--- src/pdc8_pkg.sv ---
// Shared types, constants and the CRC-8 step function for the packet deframer.
`default_nettype none
package pdc8_pkg;

	localparam int unsigned MAX_PAYLOAD = 1023;
	localparam int unsigned CNT_CAP = (MAX_PAYLOAD < 1023) ? MAX_PAYLOAD : 1023;
	localparam int unsigned POS_W = 11;
	localparam logic [POS_W-1:0] POS_SAT = '1;
	localparam logic [7:0] CRC_POLY = 8'h07;
	localparam logic [7:0] CRC_INIT = 8'h00;
	localparam int unsigned Q_DEPTH = 4;
	localparam int unsigned Q_PTR_W = $clog2(Q_DEPTH);
	localparam int unsigned TDATA_W = 48;

	// Configuration register indexes.
	localparam logic [1:0] REG_HEADER = 2'd0;
	localparam logic [1:0] REG_VERSION = 2'd1;
	localparam logic [1:0] REG_FOOTER = 2'd2;

	// Result kinds.
	localparam logic KIND_PAYLOAD = 1'b0;
	localparam logic KIND_STATUS = 1'b1;

	typedef struct packed {
		logic       kind;
		logic       last_of_run;
		logic [9:0] payload_count;
		logic [7:0] message_id;
		logic [7:0] source_id;
		logic [7:0] dest_id;
		logic       length_ok;
		logic       crc_ok;
		logic       footer_ok;
		logic       version_ok;
		logic       header_ok;
		logic [7:0] payload_byte;
	} res_t;

	// Results produced by one accepted byte: cnt of them, r0 first.
	typedef struct packed {
		logic [1:0] cnt;
		res_t       r0;
		res_t       r1;
	} push_t;

	// One byte folded into CRC-8, MSB first, no reflection.
	function automatic logic [7:0] crc8_fold(input logic [7:0] crc, input logic [7:0] b);
		logic [7:0] c;
		c = crc ^ b;
		for (int k = 0; k < 8; k++) begin
			c = c[7] ? ({c[6:0], 1'b0} ^ CRC_POLY) : {c[6:0], 1'b0};
		end
		return c;
	endfunction

endpackage
`default_nettype wire

--- src/pdc8_core.sv ---
// Frame parser: position tracking, CRC, field capture and result formation.
`default_nettype none
module pdc8_core (
	input  wire logic                clk,
	input  wire logic                arst_n,
	input  wire logic                cfg_we,
	input  wire logic [1:0]          cfg_index,
	input  wire logic [7:0]          cfg_data,
	input  wire logic                acc,
	input  wire logic [7:0]          rx_byte,
	input  wire logic                end_of_frame,
	output pdc8_pkg::push_t          push
);
	import pdc8_pkg::*;

	logic [7:0]       header_q, version_q, footer_q;
	logic [POS_W-1:0] pos_q;
	logic [7:0]       crc_q;
	logic [7:0]       d0_q, d1_q;
	logic [2:0][7:0]  ids_q;
	logic [1:0]       flags_q;

	logic [7:0]       crc_nxt;
	logic [1:0]       flags_nxt;
	logic [2:0][7:0]  ids_nxt;
	logic             pay_v;
	logic             long_enough;
	logic [POS_W-1:0] cnt_raw;
	logic [9:0]       cnt_sat;
	logic             len_ok;
	res_t             pay_r, stat_r;

	always_comb begin
		crc_nxt = (pos_q >= POS_W'(2)) ? crc8_fold(crc_q, d1_q) : crc_q;
		pay_v = pos_q >= POS_W'(7);

		flags_nxt = flags_q;
		ids_nxt = ids_q;
		case (pos_q)
			POS_W'(0): flags_nxt[0] = (rx_byte == header_q);
			POS_W'(1): flags_nxt[1] = (rx_byte == version_q);
			POS_W'(2): ids_nxt[0] = rx_byte;
			POS_W'(3): ids_nxt[1] = rx_byte;
			POS_W'(4): ids_nxt[2] = rx_byte;
			default: ;
		endcase

		long_enough = pos_q >= POS_W'(6);
		cnt_raw = pos_q - POS_W'(6);
		cnt_sat = '0;
		len_ok = 1'b0;
		if (long_enough) begin
			len_ok = (pos_q != POS_SAT) && (32'(cnt_raw) <= MAX_PAYLOAD);
			cnt_sat = (32'(cnt_raw) > CNT_CAP) ? 10'(CNT_CAP) : cnt_raw[9:0];
		end

		pay_r = '0;
		pay_r.kind = KIND_PAYLOAD;
		pay_r.last_of_run = !end_of_frame;
		pay_r.payload_byte = d1_q;

		stat_r = '0;
		stat_r.kind = KIND_STATUS;
		stat_r.last_of_run = 1'b1;
		stat_r.header_ok = flags_nxt[0];
		stat_r.version_ok = flags_nxt[1];
		stat_r.footer_ok = (rx_byte == footer_q);
		stat_r.crc_ok = long_enough && (crc_nxt == d0_q);
		stat_r.length_ok = len_ok;
		stat_r.dest_id = ids_nxt[0];
		stat_r.source_id = ids_nxt[1];
		stat_r.message_id = ids_nxt[2];
		stat_r.payload_count = cnt_sat;

		push.cnt = 2'd0;
		if (acc) begin
			push.cnt = 2'(pay_v) + 2'(end_of_frame);
		end
		push.r0 = pay_v ? pay_r : stat_r;
		push.r1 = stat_r;
	end

	always_ff @(posedge clk or negedge arst_n) begin
		if (!arst_n) begin
			header_q <= '0;
			version_q <= '0;
			footer_q <= '0;
		end else if (cfg_we) begin
			case (cfg_index)
				REG_HEADER: header_q <= cfg_data;
				REG_VERSION: version_q <= cfg_data;
				REG_FOOTER: footer_q <= cfg_data;
				default: ;
			endcase
		end
	end

	always_ff @(posedge clk or negedge arst_n) begin
		if (!arst_n) begin
			pos_q <= '0;
			crc_q <= CRC_INIT;
			d0_q <= '0;
			d1_q <= '0;
			ids_q <= '0;
			flags_q <= '0;
		end else if (acc) begin
			if (end_of_frame) begin
				pos_q <= '0;
				crc_q <= CRC_INIT;
				d0_q <= '0;
				d1_q <= '0;
				ids_q <= '0;
				flags_q <= '0;
			end else begin
				pos_q <= (pos_q != POS_SAT) ? pos_q + POS_W'(1) : POS_SAT;
				crc_q <= crc_nxt;
				d0_q <= rx_byte;
				d1_q <= d0_q;
				ids_q <= ids_nxt;
				flags_q <= flags_nxt;
			end
		end
	end

	a_eof_clears: assert property (@(posedge clk) disable iff (!arst_n)
		acc && end_of_frame |=> pos_q == '0 && crc_q == CRC_INIT && flags_q == '0)
		else $error("frame state not cleared after final byte");
	a_two_only_at_eof: assert property (@(posedge clk) disable iff (!arst_n)
		push.cnt == 2'd2 |-> acc && end_of_frame && push.r1.kind == KIND_STATUS)
		else $error("two results from a byte that does not end the frame");
	a_pos_advance: assert property (@(posedge clk) disable iff (!arst_n)
		acc && !end_of_frame && pos_q != POS_SAT |=> pos_q == $past(pos_q) + POS_W'(1))
		else $error("byte position did not advance");

endmodule
`default_nettype wire

--- src/pdc8_queue.sv ---
// Result queue: takes up to two results a cycle, hands out one a cycle while the receiver is ready.
`default_nettype none
module pdc8_queue (
	input  wire logic            clk,
	input  wire logic            arst_n,
	input  pdc8_pkg::push_t      push,
	output logic                 space,
	output logic                 out_valid,
	input  wire logic            out_ready,
	output pdc8_pkg::res_t       out_res
);
	import pdc8_pkg::*;

	res_t               mem_q [Q_DEPTH];
	logic [Q_PTR_W-1:0] wptr_q, rptr_q;
	logic [Q_PTR_W:0]   count_q;
	logic               pop;

	assign out_valid = count_q != '0;
	assign pop = out_valid && out_ready;
	assign out_res = mem_q[rptr_q];
	// Room for the worst case of two results from the next byte.
	assign space = count_q <= (Q_PTR_W+1)'(Q_DEPTH - 2);

	always_ff @(posedge clk) begin
		if (push.cnt != 2'd0) begin
			mem_q[wptr_q] <= push.r0;
		end
		if (push.cnt == 2'd2) begin
			mem_q[wptr_q + Q_PTR_W'(1)] <= push.r1;
		end
	end

	always_ff @(posedge clk or negedge arst_n) begin
		if (!arst_n) begin
			wptr_q <= '0;
			rptr_q <= '0;
			count_q <= '0;
		end else begin
			wptr_q <= wptr_q + Q_PTR_W'(push.cnt);
			if (pop) begin
				rptr_q <= rptr_q + Q_PTR_W'(1);
			end
			count_q <= count_q + (Q_PTR_W+1)'(push.cnt) - (Q_PTR_W+1)'(pop);
		end
	end

	a_no_overflow: assert property (@(posedge clk) disable iff (!arst_n)
		push.cnt != 2'd0 |-> 32'(count_q) + 32'(push.cnt) <= Q_DEPTH + 32'(pop))
		else $error("result queue overflow");
	a_count_track: assert property (@(posedge clk) disable iff (!arst_n)
		$past(arst_n) |-> count_q == $past(count_q) + (Q_PTR_W+1)'($past(push.cnt))
			- (Q_PTR_W+1)'($past(pop)))
		else $error("queue fill count lost track");
	a_push_shows: assert property (@(posedge clk) disable iff (!arst_n)
		push.cnt != 2'd0 |=> out_valid)
		else $error("pushed result not presented");

endmodule
`default_nettype wire

--- src/packet_deframer_crc8_unit.sv ---
// Top level of the byte-serial packet deframer with CRC-8 check.
//
// Usage: frame bytes enter on the s_axis channel, one byte per request, with
// s_axis_tlast high on the footer byte. Frames are laid out as header,
// version, destination id, source id, message id, payload, CRC, footer.
// The m_axis channel carries results: tuser 0 is a payload byte, tuser 1 is
// the frame status (header, version, footer, CRC and length checks, the three
// ids and the payload count). m_axis_tlast marks the last result caused by
// one input byte. The cfg channel writes the expected header (index 0),
// version (index 1) and footer (index 2) values; it is always ready and
// should only be written while no frame is in progress.
// A payload byte is pushed into the result queue when the byte two places
// after it is accepted; the status result when the footer is accepted.
// Throughput: one byte per cycle while the queue has room, set by the
// combinational parse logic in front of a four-entry result queue. A footer
// that follows payload pushes two results.
// Reset clears the frame state, the queue and all three registers to zero.
// When the receiver stalls, results wait in the queue and s_axis_tready
// falls once fewer than two entries are free.
`default_nettype none
module packet_deframer_crc8_unit (
	input  wire logic                           clk,
	input  wire logic                           arst_n,
	input  wire logic                           s_axis_tvalid,
	output logic                                s_axis_tready,
	input  wire logic [7:0]                     s_axis_tdata,  // [7:0] rx_byte
	input  wire logic                           s_axis_tlast,  // end_of_frame
	output logic                                m_axis_tvalid,
	input  wire logic                           m_axis_tready,
	// [7:0] payload_byte, [8] header_ok, [9] version_ok, [10] footer_ok,
	// [11] crc_ok, [12] length_ok, [20:13] dest_id, [28:21] source_id,
	// [36:29] message_id, [46:37] payload_count, [47] zero
	output logic [pdc8_pkg::TDATA_W-1:0]        m_axis_tdata,
	output logic                                m_axis_tlast,  // last_of_run
	output logic                                m_axis_tuser,  // kind
	input  wire logic                           cfg_valid,
	output logic                                cfg_ready,
	input  wire logic [1:0]                     cfg_index,
	input  wire logic [7:0]                     cfg_data
);
	import pdc8_pkg::*;

	logic  acc;
	push_t push;
	res_t  res;

	assign cfg_ready = 1'b1;
	assign acc = s_axis_tvalid && s_axis_tready;

	pdc8_core u_core (
		.clk          (clk),
		.arst_n       (arst_n),
		.cfg_we       (cfg_valid && cfg_ready),
		.cfg_index    (cfg_index),
		.cfg_data     (cfg_data),
		.acc          (acc),
		.rx_byte      (s_axis_tdata),
		.end_of_frame (s_axis_tlast),
		.push         (push)
	);

	pdc8_queue u_queue (
		.clk       (clk),
		.arst_n    (arst_n),
		.push      (push),
		.space     (s_axis_tready),
		.out_valid (m_axis_tvalid),
		.out_ready (m_axis_tready),
		.out_res   (res)
	);

	// Results leave with the fields packed from the lowest bit up.
	assign m_axis_tdata = {1'b0, res.payload_count, res.message_id, res.source_id,
		res.dest_id, res.length_ok, res.crc_ok, res.footer_ok, res.version_ok,
		res.header_ok, res.payload_byte};
	assign m_axis_tlast = res.last_of_run;
	assign m_axis_tuser = res.kind;

endmodule
`default_nettype wire
--- config.mk ---
export PLATFORM = sky130hd
export DESIGN_NAME = packet_deframer_crc8_unit
export DESIGN_NICKNAME = d
export VERILOG_FILES = /design/src/pdc8_pkg.sv /design/src/pdc8_core.sv /design/src/pdc8_queue.sv /design/src/packet_deframer_crc8_unit.sv
export SDC_FILE = /design/constraint.sdc
export NUM_CORES = 1
export LEC_CHECK = 0
export BUFFER_PORTS_ARGS = -buffer_cell sky130_fd_sc_hd__buf_2
export CAP_MARGIN = 20
export CORE_MARGIN = 4
export CORE_UTILIZATION = 35
export CTS_BUF_LIST = sky130_fd_sc_hd__clkbuf_16
export DETAILED_ROUTE_END_ITERATION = 16
export MAX_ROUTING_LAYER = met4
export PLACE_DENSITY = 0.55
export SYNTH_ARGS = -nofsm -noshare
export SYNTH_HDL_FRONTEND = slang
export SYNTH_SLANG_ARGS = --single-unit
export TNS_END_PERCENT = 20
--- constraint.sdc ---
create_clock -name clk -period 9.2 [get_ports clk]
set_input_delay 0.92 -clock clk [delete_from_list [all_inputs] [get_ports clk]]
set_output_delay 0.92 -clock clk [all_outputs]
set_load 0.02 [all_outputs]
==> results.txt <==
number of global-route vias before repair: 9017
via density per instance: 5.20
H-Tree Depth: 2
Post-synth EDFFs: 156
CP required: 9.42 ns
drt initial violations: 570
Pre-antenna DRT Iters: 7
num rows: 72
status: finished clean
Layout area overhead: 13.8%
Worst Path Max Fanout: 27
Cells after Synth: 1146
CTS root buffer: clkbuf_16
commonest non-fill, non-tap cell in the layout: nor2_1
total congestion overflow: 0
Tot Pwr: 5.05 mW
pwr dens: 322 nW/µm²
# DRC: 0
CTS sink cnt: 288
final hold viol count: 0
most frequent cells in the layout: nor2_1 (158), edfxtp_1 (156), nand2_1 (97), dfrtp_1 (90), buf_2 (73)
first-pass GRT wire length: 53.4 mm
Max clock buf depth: 3
nets@finish: 1219
Post-Synth Adder-Cell Area: 0.0124
largest family of logic cells by synthesized area: simple AND/OR/NAND/NOR gates
share of cells above drive strength 1: 0.199
final setup violation count: 0
Clk Latency, worst-skew pair: 0.54 ns
Routed Wire Length: 33.9 mm
die height: 206 µm
clk slew on worst S/H paths: 0.06 ns
Slew Limit Fails: 0
die width: 206 µm
Syn Std Cell Area: 13800 µm²
Cell Chain, Critical Path: or4_4 > or3_1 > ha_1 > nand2b_1 > nand2_1 > nand3_1 > a21o_1 > buf_4 > nor3b_1
Max-cap violations: 0
Worst Setup End Kind: flop
slowest cell on the critical path: a21o_1
# hold bufs at CTS: 0
initial antenna violation count: 0
Async SR Flop Fraction: 0.319
post-synth cell types: 71
post-synthesis mux area share: 0.122
diode count: 0
Tcrit/Tclk final: 0.465
critical path class: flop to flop
top_reg_cell synth: edfxtp_1
post-CTS setup buffer count: 0
overall routing resource usage: 0.167
Leak: 5.88 nW
Mapped Nets: 1183
Inserted Clock Buffers: 34
Non-Filler Instances: 1724
WP data arrival: 4.50 ns
I/O Buffers: 74
I/O Pins: 77
Max Clk Rate: 0.234 GHz
largest net degree at the start of global routing: 72
Slew HR: 0.347
placed inst area: 14600 µm²
#FFs+latches synth: 288
DR WL/cell: 19.6 µm
CP Launch Type: flop
RSZ-0062 raised after global routing: false
Die ar.: 42600 µm²
Synth Warn #: 0
core footprint: 38800 µm²
post-CTS sizing: 0
GPL Wtd Cong: 0.821
Design Area, Final: 15700 µm²
crit path time final: 4.28 ns
crit-path max cell delay: 0.62 ns
Core Util, Final: 0.404
cell count after placement: 1663
clk_skew: 0.0229 ns
Peak supply drop: 123 µV
post-route ant nets: 0
post-synthesis share of cell area spent on and, or, nand and nor gates: 0.128
post-synthesis compound-gate area fraction: 0.0920
sequential share of the synthesized area: 0.565
CTS tree: yes
DP HPWL: 21.1 mm
DR vias: 8963
Syn Area/Cell: 12.0 µm²
Slew @ Worst Pin: 0.976 ns
total negative setup slack: 0 ns
XOR/XNOR share of the synthesized area: 0.0484
Starting Density: 0.355
type of the worst min-delay path: input pin to asynchronous set/reset pin
## per-stage QoR
stage | hold WS [ns] | setup WS [ns]
6_report | 0.313 | 4.92
5_1_grt | 0.326 | 4.66
4_1_cts | 0.301 | 4.94
3_5_place_dp | 0.451 | 4.95
3_3_place_gp | 0.440 | 5.02
2_1_floorplan | 0.432 | 5.56
## critical path: cells and delay by family, from the launching register on
| family | cells | cell delay [ns] |
|---|---|---|
| AO/OA/AOI/OAI | 1 | 0.62 |
| adder cells (fa/ha/maj) | 1 | 0.54 |
| buffers and inverters | 1 | 0.45 |
| flip-flops | 1 | 0.52 |
| AND/OR/NAND/NOR | 6 | 1.84 |
## cells by family after synthesis
| logic type | Yosys count |
|---|---|
| buf+inv | 110 |
| compound gates | 185 |
| other cells | 2 |
| xor+xnor | 69 |
| mux | 103 |
| fa+ha+maj | 13 |
| flops | 288 |
| simple gates | 376 |
## layer usage
metal,global-route usage,share of wire
met1,0.228,0.47
met3,0.0232,0.037
met2,0.264,0.48
met4,0.0452,0.018
met5,-,0
## where the power goes
| group | switching, mW | internal [mW] | total, mW | leakage (nW) |
|---|---|---|---|---|
| registers | 0.256 | 1.58 | 1.83 | 2.90 |
| logic | 1.12 | 0.788 | 1.91 | 2.42 |
| clock network | 0.535 | 0.778 | 1.31 | 0.559 |
| total | 1.91 | 3.14 | 5.05 | 5.88 |
## sequential cells by signal, summed over array words and instances (netlist names)
| name | cells |
|---|---|
| u_queue.count_q | 3 |
| u_core.d0_q | 8 |
| u_core.d1_q | 8 |
| u_queue.wptr_q | 2 |
| u_core.crc_q | 8 |
| u_core.flags_q | 2 |
| u_queue.mem_q | 196 |
| u_core.version_q | 8 |
| u_core.ids_q | 24 |
| u_core.header_q | 8 |
| u_queue.rptr_q | 2 |
| u_core.pos_q | 11 |
| u_core.footer_q | 8 |
## cell type report
class / instances / area, µm²
fill: 3668 / 23100
timing repair buffer: 91 / 520
multi-input combinational: 748 / 5560
tap: 518 / 648
clock buffer: 35 / 876
inverter: 19 / 71.3
sequential: 288 / 7790
clock inverter: 25 / 216
## synthesized netlist by cell type (5+ instances only)
cell / count / area (µm²)
nor2_1: 158 / 593
edfxtp_1: 156 / 4680
nand2_1: 97 / 364
dfrtp_1: 92 / 2300
clkbuf_1: 71 / 267
o21ai_0: 59 / 295
mux4_2: 49 / 1100
xnor2_1: 41 / 359
dfxtp_1: 40 / 801
a22o_1: 33 / 289
mux2i_1: 29 / 290
mux2_2: 25 / 282
xor2_1: 23 / 201
a21oi_1: 22 / 110
inv_1: 19 / 71.3
nand3b_1: 19 / 143
nor4_1: 14 / 87.6
a31oi_1: 12 / 75.1
ha_1: 12 / 150
nor3_1: 12 / 60.1
buf_1: 11 / 41.3
nor2_2: 10 / 62.6
a22oi_1: 9 / 67.6
and2_1: 8 / 50.1
nand3_1: 8 / 40.0
nand2b_1: 7 / 43.8
nand4_1: 7 / 43.8
nor2b_1: 6 / 37.5
nor3b_1: 6 / 45.0
and3_1: 5 / 31.3
buf_2: 5 / 25.0
o31ai_1: 5 / 37.5
## path summary, 6_finish.rpt
path	from	end	slack, ns	cells after the start
setup / recovery	u_core.pos_q[10]$_DFFE_PN0P_	u_queue.mem_q[1][41]$_DFFE_PP_	4.92	9
hold / removal	arst_n	u_queue.count_q[1]$_DFF_PN0_	0.31	1
setup reg to reg	u_core.pos_q[10]$_DFFE_PN0P_	u_queue.mem_q[1][41]$_DFFE_PP_	4.92	9
hold reg to reg	u_queue.mem_q[2][48]$_SDFFE_PP1P_	u_queue.mem_q[2][48]$_SDFFE_PP1P_	0.46	2
max in group asynchronous	arst_n	u_core.pos_q[2]$_DFFE_PN0P_	7.62	2
min in group clk	u_queue.mem_q[2][48]$_SDFFE_PP1P_	u_queue.mem_q[2][48]$_SDFFE_PP1P_	0.46	2
Power figures use the tool's default switching activity.
